--- src/sv/char_lcd_nibble_sequencer_top_assert.svh ---
// Assertion macros used by the sequencer's top-level RTL
`ifndef CHAR_LCD_NIBBLE_SEQUENCER_TOP_ASSERT_SVH
`define CHAR_LCD_NIBBLE_SEQUENCER_TOP_ASSERT_SVH

// Check that a condition implies another condition in the same cycle
`define CLNS_ASSERT_SAME(label, clk, rst, ante, cons) \
   label: assert property (@(posedge clk) disable iff (rst) (ante) |-> (cons)) \
      else $error("sequencer check failed in the same cycle");

// Check that a condition implies another condition in the next cycle
`define CLNS_ASSERT_NEXT(label, clk, rst, ante, cons) \
   label: assert property (@(posedge clk) disable iff (rst) (ante) |=> (cons)) \
      else $error("sequencer check failed in the next cycle");

`endif

--- src/sv/clns_pkg.sv ---
package clns_pkg;

   // Request kinds
   localparam logic [1:0] KIND_INIT   = 2'd0;
   localparam logic [1:0] KIND_INSTR  = 2'd1;
   localparam logic [1:0] KIND_DATA   = 2'd2;
   localparam logic [1:0] KIND_CURSOR = 2'd3;

   // Register select codes
   localparam logic RS_INSTR = 1'b0;
   localparam logic RS_DATA  = 1'b1;

   // Sequence constants
   localparam logic [7:0] IDLE_WAIT_MS     = 8'd15;
   localparam logic [7:0] BYTE_WAIT_RESET  = 8'd2;
   localparam logic [4:0] MAX_COLUMN       = 5'd20;
   localparam logic [2:0] MAX_ROW          = 3'd4;
   localparam logic [4:0] LAST_WAKE_STEP   = 5'd4;
   localparam logic [4:0] FIRST_CMD_STEP   = 5'd5;
   localparam logic [4:0] LAST_INIT_STEP   = 5'd16;
   localparam logic [3:0] WAKE_NIBBLE      = 4'h3;
   localparam logic [3:0] WAKE_NIBBLE_LAST = 4'h2;
   localparam logic [7:0] WAKE_WAIT_LONG   = 8'd5;
   localparam logic [7:0] WAKE_WAIT_SHORT  = 8'd1;

   typedef struct packed {
      logic [1:0] kind;
      logic [7:0] byte_value;
      logic [2:0] row;
      logic [4:0] column;
   } req_type;

   typedef struct packed {
      logic       strobe_res;
      logic       reg_select;
      logic [3:0] nibble;
      logic [7:0] wait_ms;
      logic       last;
   } step_type;

   // Command bytes sent after the wake-up pulses
   function automatic logic [7:0] init_cmd(input logic [2:0] idx);
      logic [7:0] cmd;
      case (idx)
         3'd0: cmd = 8'h28;
         3'd1: cmd = 8'h08;
         3'd2: cmd = 8'h0C;
         3'd3: cmd = 8'h06;
         3'd4: cmd = 8'h02;
         3'd5: cmd = 8'h01;
         default: cmd = 8'h01;
      endcase
      return cmd;
   endfunction

   // DDRAM base address for rows one to four
   function automatic logic [7:0] row_base(input logic [1:0] row_idx);
      logic [7:0] base;
      case (row_idx)
         2'd0: base = 8'h80;
         2'd1: base = 8'hC0;
         2'd2: base = 8'h94;
         2'd3: base = 8'hD4;
         default: base = 8'h80;
      endcase
      return base;
   endfunction

endpackage

--- src/sv/clns_req_if.sv ---
interface clns_req_if;
   logic       valid;
   logic       ready;
   logic [1:0] kind;
   logic [7:0] byte_value;
   logic [2:0] row;
   logic [4:0] column;

   modport source (output valid, output kind, output byte_value, output row,
                   output column, input ready);
   modport sink (input valid, input kind, input byte_value, input row,
                 input column, output ready);
endinterface

--- src/sv/clns_rsp_if.sv ---
interface clns_rsp_if;
   logic       valid;
   logic       ready;
   logic       strobe_res;
   logic       reg_select;
   logic [3:0] nibble;
   logic [7:0] wait_ms;
   logic       last;

   modport source (output valid, output strobe_res, output reg_select, output nibble,
                   output wait_ms, output last, input ready);
   modport sink (input valid, input strobe_res, input reg_select, input nibble,
                 input wait_ms, input last, output ready);
endinterface

--- src/sv/clns_step_gen.sv ---
module clns_step_gen (
   input  clns_pkg::req_type  req,
   input  logic [4:0]         step_idx,
   input  logic [7:0]         byte_wait,
   output clns_pkg::step_type step
);

   logic [7:0] send_byte;
   logic [4:0] cmd_off;
   logic [7:0] cmd_byte;
   logic       hi_half;

   // Pick the byte for single-byte requests
   always_comb begin
      send_byte = req.byte_value;
      if (req.kind == clns_pkg::KIND_CURSOR) begin
         send_byte = clns_pkg::row_base(req.row[1:0] - 2'd1)
                   + {3'b000, req.column} - 8'd1;
      end
   end

   // Locate the command byte inside the init sequence
   always_comb begin
      cmd_off  = step_idx - clns_pkg::FIRST_CMD_STEP;
      cmd_byte = clns_pkg::init_cmd(cmd_off[3:1]);
      hi_half  = ~cmd_off[0];
   end

   // Build the step
   always_comb begin
      step.strobe_res = 1'b1;
      step.reg_select = (req.kind == clns_pkg::KIND_DATA) ? clns_pkg::RS_DATA
                                                          : clns_pkg::RS_INSTR;
      step.nibble     = step_idx[0] ? send_byte[3:0] : send_byte[7:4];
      step.wait_ms    = step_idx[0] ? byte_wait : 8'd0;
      step.last       = step_idx[0];
      if (req.kind == clns_pkg::KIND_INIT) begin
         step.last = (step_idx == clns_pkg::LAST_INIT_STEP);
         if (step_idx == 5'd0) begin
            step.strobe_res = 1'b0;
            step.nibble     = 4'h0;
            step.wait_ms    = clns_pkg::IDLE_WAIT_MS;
         end else if (step_idx <= clns_pkg::LAST_WAKE_STEP) begin
            step.nibble  = (step_idx == clns_pkg::LAST_WAKE_STEP) ? clns_pkg::WAKE_NIBBLE_LAST
                                                                  : clns_pkg::WAKE_NIBBLE;
            step.wait_ms = step_idx[0] ? clns_pkg::WAKE_WAIT_LONG : clns_pkg::WAKE_WAIT_SHORT;
         end else begin
            step.nibble  = hi_half ? cmd_byte[7:4] : cmd_byte[3:0];
            step.wait_ms = hi_half ? 8'd0 : byte_wait;
         end
      end
   end

endmodule

--- src/sv/clns_out_stage.sv ---
module clns_out_stage (
   input  logic               clock,
   input  logic               reset,
   input  logic               load,
   input  clns_pkg::step_type step,
   output logic               free,
   clns_rsp_if.source         rsp_if
);

   logic               valid_ff;
   logic               valid_in;
   clns_pkg::step_type data_ff;
   clns_pkg::step_type data_in;

   // Take a new step when empty or when the held one transfers
   assign free = ~valid_ff | rsp_if.ready;

   always_comb begin
      valid_in = valid_ff;
      data_in  = data_ff;
      if (load) begin
         valid_in = 1'b1;
         data_in  = step;
      end else if (rsp_if.ready) begin
         valid_in = 1'b0;
      end
   end

   always_ff @(posedge clock) begin
      if (reset) begin
         valid_ff <= 1'b0;
      end else begin
         valid_ff <= valid_in;
      end
   end

   always_ff @(posedge clock) begin
      data_ff <= data_in;
   end

   assign rsp_if.valid      = valid_ff;
   assign rsp_if.strobe_res = data_ff.strobe_res;
   assign rsp_if.reg_select = data_ff.reg_select;
   assign rsp_if.nibble     = data_ff.nibble;
   assign rsp_if.wait_ms    = data_ff.wait_ms;
   assign rsp_if.last       = data_ff.last;

endmodule

--- src/sv/char_lcd_nibble_sequencer_top.sv ---
// Four-bit character LCD step sequencer. Each request becomes a run of steps, one step a
// cycle while rsp_if.ready is high: instruction, data and set-cursor requests give two
// steps (high then low nibble), init gives seventeen, and a set-cursor with a row outside
// 1..4 or a column outside 1..20 is accepted and gives nothing. The request register walks
// its step counter through the step generator into one output register, so the rate is
// one step per cycle while rsp_if.ready is high; the next request is taken in the cycle the
// current request's last step enters the output register. byte_wait_ff resets to 2; the
// user must write it through csr_wr_en/csr_wr_data only while idle; the block does not enforce this.
`include "char_lcd_nibble_sequencer_top_assert.svh"

module char_lcd_nibble_sequencer_top (
   input  logic       clock,
   input  logic       reset,
   clns_req_if.sink   req_if,
   clns_rsp_if.source rsp_if,
   input  logic       csr_wr_en,
   input  logic [7:0] csr_wr_data
);

   logic [7:0]         byte_wait_ff;
   logic [7:0]         byte_wait_in;
   logic               busy_ff;
   logic               busy_in;
   logic [4:0]         step_ff;
   logic [4:0]         step_in;
   clns_pkg::req_type  req_ff;
   clns_pkg::req_type  req_in;
   clns_pkg::step_type step;
   logic               out_free;
   logic               step_load;
   logic               req_accept;
   logic               cursor_ok;
   logic               req_keep;
   logic               byte_req_busy;

   // Configuration register
   always_comb begin
      byte_wait_in = byte_wait_ff;
      if (csr_wr_en) begin
         byte_wait_in = csr_wr_data;
      end
   end

   // Current step of the active request
   clns_step_gen u_step_gen (
      .req       (req_ff),
      .step_idx  (step_ff),
      .byte_wait (byte_wait_ff),
      .step      (step)
   );

   clns_out_stage u_out_stage (
      .clock  (clock),
      .reset  (reset),
      .load   (step_load),
      .step   (step),
      .free   (out_free),
      .rsp_if (rsp_if)
   );

   assign step_load    = busy_ff & out_free;
   assign req_if.ready = ~busy_ff | (step_load & step.last);
   assign req_accept   = req_if.valid & req_if.ready;

   // Drop set-cursor requests outside the display
   assign cursor_ok = (req_if.row != 3'd0) && (req_if.row <= clns_pkg::MAX_ROW)
                   && (req_if.column != 5'd0) && (req_if.column <= clns_pkg::MAX_COLUMN);
   assign req_keep  = (req_if.kind != clns_pkg::KIND_CURSOR) | cursor_ok;

   // Advance through the steps, load the next request on transfer
   always_comb begin
      busy_in = busy_ff;
      step_in = step_ff;
      req_in  = req_ff;
      if (step_load) begin
         if (step.last) begin
            busy_in = 1'b0;
         end else begin
            step_in = step_ff + 5'd1;
         end
      end
      if (req_accept && req_keep) begin
         busy_in           = 1'b1;
         step_in           = 5'd0;
         req_in.kind       = req_if.kind;
         req_in.byte_value = req_if.byte_value;
         req_in.row        = req_if.row;
         req_in.column     = req_if.column;
      end
   end

   always_ff @(posedge clock) begin
      if (reset) begin
         byte_wait_ff <= clns_pkg::BYTE_WAIT_RESET;
         busy_ff      <= 1'b0;
         step_ff      <= 5'd0;
      end else begin
         byte_wait_ff <= byte_wait_in;
         busy_ff      <= busy_in;
         step_ff      <= step_in;
      end
   end

   always_ff @(posedge clock) begin
      req_ff <= req_in;
   end

   // A byte request in progress
   assign byte_req_busy = busy_ff && (req_ff.kind != clns_pkg::KIND_INIT);

   // Sequence checks
   `CLNS_ASSERT_SAME(a_step_range, clock, reset, busy_ff, step_ff <= clns_pkg::LAST_INIT_STEP)
   `CLNS_ASSERT_SAME(a_byte_two_steps, clock, reset, byte_req_busy, step_ff <= 5'd1)
   `CLNS_ASSERT_SAME(a_accept_on_last, clock, reset, req_accept && busy_ff, step_load && step.last)
   `CLNS_ASSERT_NEXT(a_load_shows, clock, reset, step_load, rsp_if.valid)

endmodule
--- src/flat_wrapper.sv ---
// flat-port wrapper written by rule: the top's interface ports become plain ports
module char_lcd_nibble_sequencer_top_flat 
  (clock, reset, csr_wr_en, csr_wr_data, req_if_valid, req_if_kind, req_if_byte_value, req_if_row, req_if_column, req_if_ready, rsp_if_valid, rsp_if_strobe_res, rsp_if_reg_select, rsp_if_nibble, rsp_if_wait_ms, rsp_if_last, rsp_if_ready);
  clns_req_if req_if_i ();
  clns_rsp_if rsp_if_i ();
  input  logic clock;
  input  logic reset;
  input  logic csr_wr_en;
  input  logic [7:0] csr_wr_data;
  input wire logic [$bits(req_if_i.valid)-1:0] req_if_valid;
  input wire logic [$bits(req_if_i.kind)-1:0] req_if_kind;
  input wire logic [$bits(req_if_i.byte_value)-1:0] req_if_byte_value;
  input wire logic [$bits(req_if_i.row)-1:0] req_if_row;
  input wire logic [$bits(req_if_i.column)-1:0] req_if_column;
  output wire logic [$bits(req_if_i.ready)-1:0] req_if_ready;
  output wire logic [$bits(rsp_if_i.valid)-1:0] rsp_if_valid;
  output wire logic [$bits(rsp_if_i.strobe_res)-1:0] rsp_if_strobe_res;
  output wire logic [$bits(rsp_if_i.reg_select)-1:0] rsp_if_reg_select;
  output wire logic [$bits(rsp_if_i.nibble)-1:0] rsp_if_nibble;
  output wire logic [$bits(rsp_if_i.wait_ms)-1:0] rsp_if_wait_ms;
  output wire logic [$bits(rsp_if_i.last)-1:0] rsp_if_last;
  input wire logic [$bits(rsp_if_i.ready)-1:0] rsp_if_ready;
  assign req_if_i.valid = req_if_valid;
  assign req_if_i.kind = req_if_kind;
  assign req_if_i.byte_value = req_if_byte_value;
  assign req_if_i.row = req_if_row;
  assign req_if_i.column = req_if_column;
  assign req_if_ready = req_if_i.ready;
  assign rsp_if_valid = rsp_if_i.valid;
  assign rsp_if_strobe_res = rsp_if_i.strobe_res;
  assign rsp_if_reg_select = rsp_if_i.reg_select;
  assign rsp_if_nibble = rsp_if_i.nibble;
  assign rsp_if_wait_ms = rsp_if_i.wait_ms;
  assign rsp_if_last = rsp_if_i.last;
  assign rsp_if_i.ready = rsp_if_ready;
  char_lcd_nibble_sequencer_top u_core (.clock(clock), .reset(reset), .req_if(req_if_i), .rsp_if(rsp_if_i), .csr_wr_en(csr_wr_en), .csr_wr_data(csr_wr_data));
endmodule
--- config.mk ---
export PLATFORM = sky130hd
export DESIGN_NAME = char_lcd_nibble_sequencer_top_flat
export DESIGN_NICKNAME = d
export VERILOG_FILES = /design/src/sv/clns_pkg.sv /design/src/sv/clns_req_if.sv /design/src/sv/clns_rsp_if.sv /design/src/sv/clns_step_gen.sv /design/src/sv/clns_out_stage.sv /design/src/sv/char_lcd_nibble_sequencer_top.sv /design/src/flat_wrapper.sv
export VERILOG_INCLUDE_DIRS = /design/src /design/src/sv
export SDC_FILE = /design/constraint.sdc
export NUM_CORES = 1
export LEC_CHECK = 0
export ABC_CLOCK_PERIOD_IN_PS = 6800
export BUFFER_PORTS_ARGS = -buffer_cell sky130_fd_sc_hd__clkbuf_2
export CORE_AREA = 2 2 64 81
export DETAILED_ROUTE_END_ITERATION = 6
export DIE_AREA = 0 0 66 83
export PLACE_DENSITY_LB_ADDON = 0.12
export RECOVER_POWER = 50
export SLEW_MARGIN = 20
export SYNTH_ARGS = -nofsm -noshare
export SYNTH_HDL_FRONTEND = slang
export SYNTH_SLANG_ARGS = --single-unit
export TNS_END_PERCENT = 30
--- constraint.sdc ---
create_clock -name clock -period 6.8 [get_ports clock]
set_input_delay 0.68 -clock clock [delete_from_list [all_inputs] [get_ports clock]]
set_output_delay 0.68 -clock clock [all_outputs]
set_load 0.01 [all_outputs]
==> results.cfg <==
[route]
via_per_inst = 5.18
drc = 0
firstDrtPassIters = 4
ant_nets = 0
wire_per_inst_um = 13.2
drt_wl_total_um = 4390
drtIter0Drc = 124
via_count = 1726

[worst_setup_path]
crit_fanout = 22
timing.critical_path.buf_inv = 2
path_delay_family = flip-flops
cpMaxStageDelayCell = dfxtp_1
cp_cell_sequence = inv_1 -> ha_1 -> nor4bb_1 -> nor2_1 -> o31ai_4 -> clkbuf_2
critPathLaunchType = flip-flop
cpPeakStageDelay_ps = 560
worstSetupPathType = flip-flop to output port
required_ps = 6120
r2r_slack_ps = 4190
cp-end-kind = output port
arrival_ps = 2250

[timing]
period_minus_slack_ps = 2930
clock-skew-final_ps = 6.98
post-route-period-util_pct = 43.1
max_slew.worst_pin.slew_ps = 1030
fin_ws_ps = 3870
hold_violations = 0
max_slew_margin_pct = 31.4
setup_viol = 0
final-max-slew-violation-count = 0
timing.fmax_ghz = 0.341
rsz0062_at_grt = false
totalNegativeSetupSlack_ps = 0

[floorplan]
die_h_um = 83
dieArea_um2 = 5480
ios = 48
initial_core_util_pct = 51.9
core-area_um2 = 4690
die_x_um = 66
rows = 28

[grt]
grt_max_degree = 23
grt_use_total_pct = 17.8
grt_pass1_wl_um = 7600
overflow = 0
first_global_vias = 1667
antenna_found_initial = 0

[place]
place_ws_ps = 4220
place.gp.congestion = 0.858
portBuffers = 47
dp_hpwl_um = 3320
post-place-cells = 326

[power_and_ir_drop]
p_leak_nw = 1.13
power_w = 0.000609
powerDensity_nw_per_um2 = 221
ir_drop_mv = 0.159

[cts]
htreeDepth = 2
post_cts_buffers = 0
cts_buffer_depth = 2
cts_tree = yes
cts_buffers = 5
cts.sinks = 47
postCtsResizedCells = 0
clock_latency_ps = 290
path_clk_slew_ps = 80
clockRootBuffer = clkbuf_8
cts_hold_buf = 0

[logic_synthesis]
avgSynthCellArea_um2 = 10.7
synth_cell_types = 43
yosysSeqAreaShare_pct = 51.8
async_flop_share_pct = 0
synthTopCellsByArea = edfxtp_1 39%, dfxtp_1 12%, ha_1 5.6%
yosysWarnings = 0
synth_largest_area_cell = edfxtp_1
ys_seq_elements = 47
synth_nets = 271
synth_area_um2 = 2440
synth_flop_cell = edfxtp_1
synthesis.instances = 228
synth_edf_count = 32
netlist.area_leader.share_pct = 39.4

[flow_run]
drv_cap = 0

[cells_and_area]
syn2layout_area_growth_pct = 13.3
antenna_cells = 0
nets = 316
final_cells = 333
drive_above_1_share_pct = 17.2

[hold_path]
hold_class = flip-flop to flip-flop

[run_status]
status = finished clean
[worst register-to-register path: cells and delay by family (launching register included)]
family	cells	cell delay, ps
flip-flops	1	820
adder cells (fa/ha/maj)	1	490
AND/OR/NAND/NOR	2	410
AO/OA/AOI/OAI	2	400
buffers and inverters	1	230
[Yosys cell counts (2+ instances only)]
cell      number
dfxtp_1       15
nor2b_1       10
nor2_1        21
xor2_1         9
ha_1          11
a21o_1         5
edfxtp_1      32
nand3_1        5
inv_1         14
nor3_1         4
o21a_1         3
nand2_1       17
clkbuf_1       4
o21ai_0        7
nand2b_1       5
o32ai_1        2
mux2i_1        9
a21oi_1       16
nor2_2         4
o22ai_1        4
buf_2          5
a211o_1        2
xnor2_1        4
[cell usage in the layout (no fill, tap or decap), types with 5 or more instances in the layout]
cell / instances
dfxtp_1: 15
inv_1: 14
a21o_1: 5
edfxtp_1: 32
nor2_1: 21
clkbuf_1: 17
o21ai_0: 7
nor2b_1: 10
clkbuf_8: 5
a21oi_1: 16
ha_1: 11
clkbuf_2: 32
nand2b_1: 5
mux2i_1: 9
xor2_1: 9
nand2_1: 17
nand3_1: 5
[power breakdown]
| group | leakage [nW] | switching, W | internal [W] |
|---|---|---|---|
| clock network | 0.0416 | 0.0000893 | 0.0000709 |
| logic | 0.665 | 0.0000617 | 0.0000478 |
| registers | 0.426 | 0.0000114 | 0.000328 |
[routing by layer]
layer / wire (µm) / track usage (%) / vias to the layer above
met5: 0 / 0 / -
li1: - / - / 893
met4: 44 / 5.75 / 0
met1: 1980 / 23.6 / 779
met3: 214 / 4.88 / 4
met2: 2150 / 28.3 / 50
[cells by family (layout without fill, tap and decap cells)]
family,Yosys count,after routing,synth area share (%)
multiplexers,9,9,3.70
AND/OR/NAND/NOR,76,76,15.7
XOR/XNOR,13,13,4.67
AO/OA/AOI/OAI,47,47,13.4
adder cells (fa/ha/maj),12,12,6.47
buffers and inverters,24,69,4.26
flip-flops,47,47,51.8
[registers in the layout, indices dropped and copies added, names as in the netlist]
signal / count
u_core.u_out_stage.rsp_if.nibble: 4
u_core.busy_ff: 1
u_core.u_out_stage.rsp_if.last: 1
u_core.u_out_stage.rsp_if.reg_select: 1
u_core.step_ff: 5
u_core.byte_wait_ff: 8
u_core.u_out_stage.rsp_if.valid: 1
u_core.u_out_stage.rsp_if.strobe_res: 1
u_core.u_out_stage.rsp_if.wait_ms: 8
u_core.req_ff: 17
[per-stage QoR]
step | util, % | hold slack, ps | instance area (µm²)
5_1_grt | 58.8 | 521 | 2760
4_1_cts | 59.2 | 497 | 2780
3_3_place_gp | 57.6 | 466 | 2700
2_1_floorplan | - | 452 | 2440
3_5_place_dp | 57.6 | 477 | 2700
6_report | 58.8 | 489 | 2760
[layout make-up]
class	instances	area, µm²
fillers	441	1940
flip-flops and latches	47	1260
multi-input cells	157	1070
repair buffers	48	220
well taps	60	75.1
clock buffers	6	72.6
inverters	14	52.6
clock inverters	1	6.26
[final timing paths]
path / cells past startpoint / to / startpoint
setup / recovery: 6 / req_if_ready / u_core.step_ff[0]
hold / removal: 2 / u_core.byte_wait_ff[4] / u_core.byte_wait_ff[4]
setup reg to reg: 6 / u_core.u_out_stage.rsp_if.nibble[1] / u_core.step_ff[0]
hold reg to reg: 2 / u_core.byte_wait_ff[4] / u_core.byte_wait_ff[4]
(Power assumes the default switching activity.)
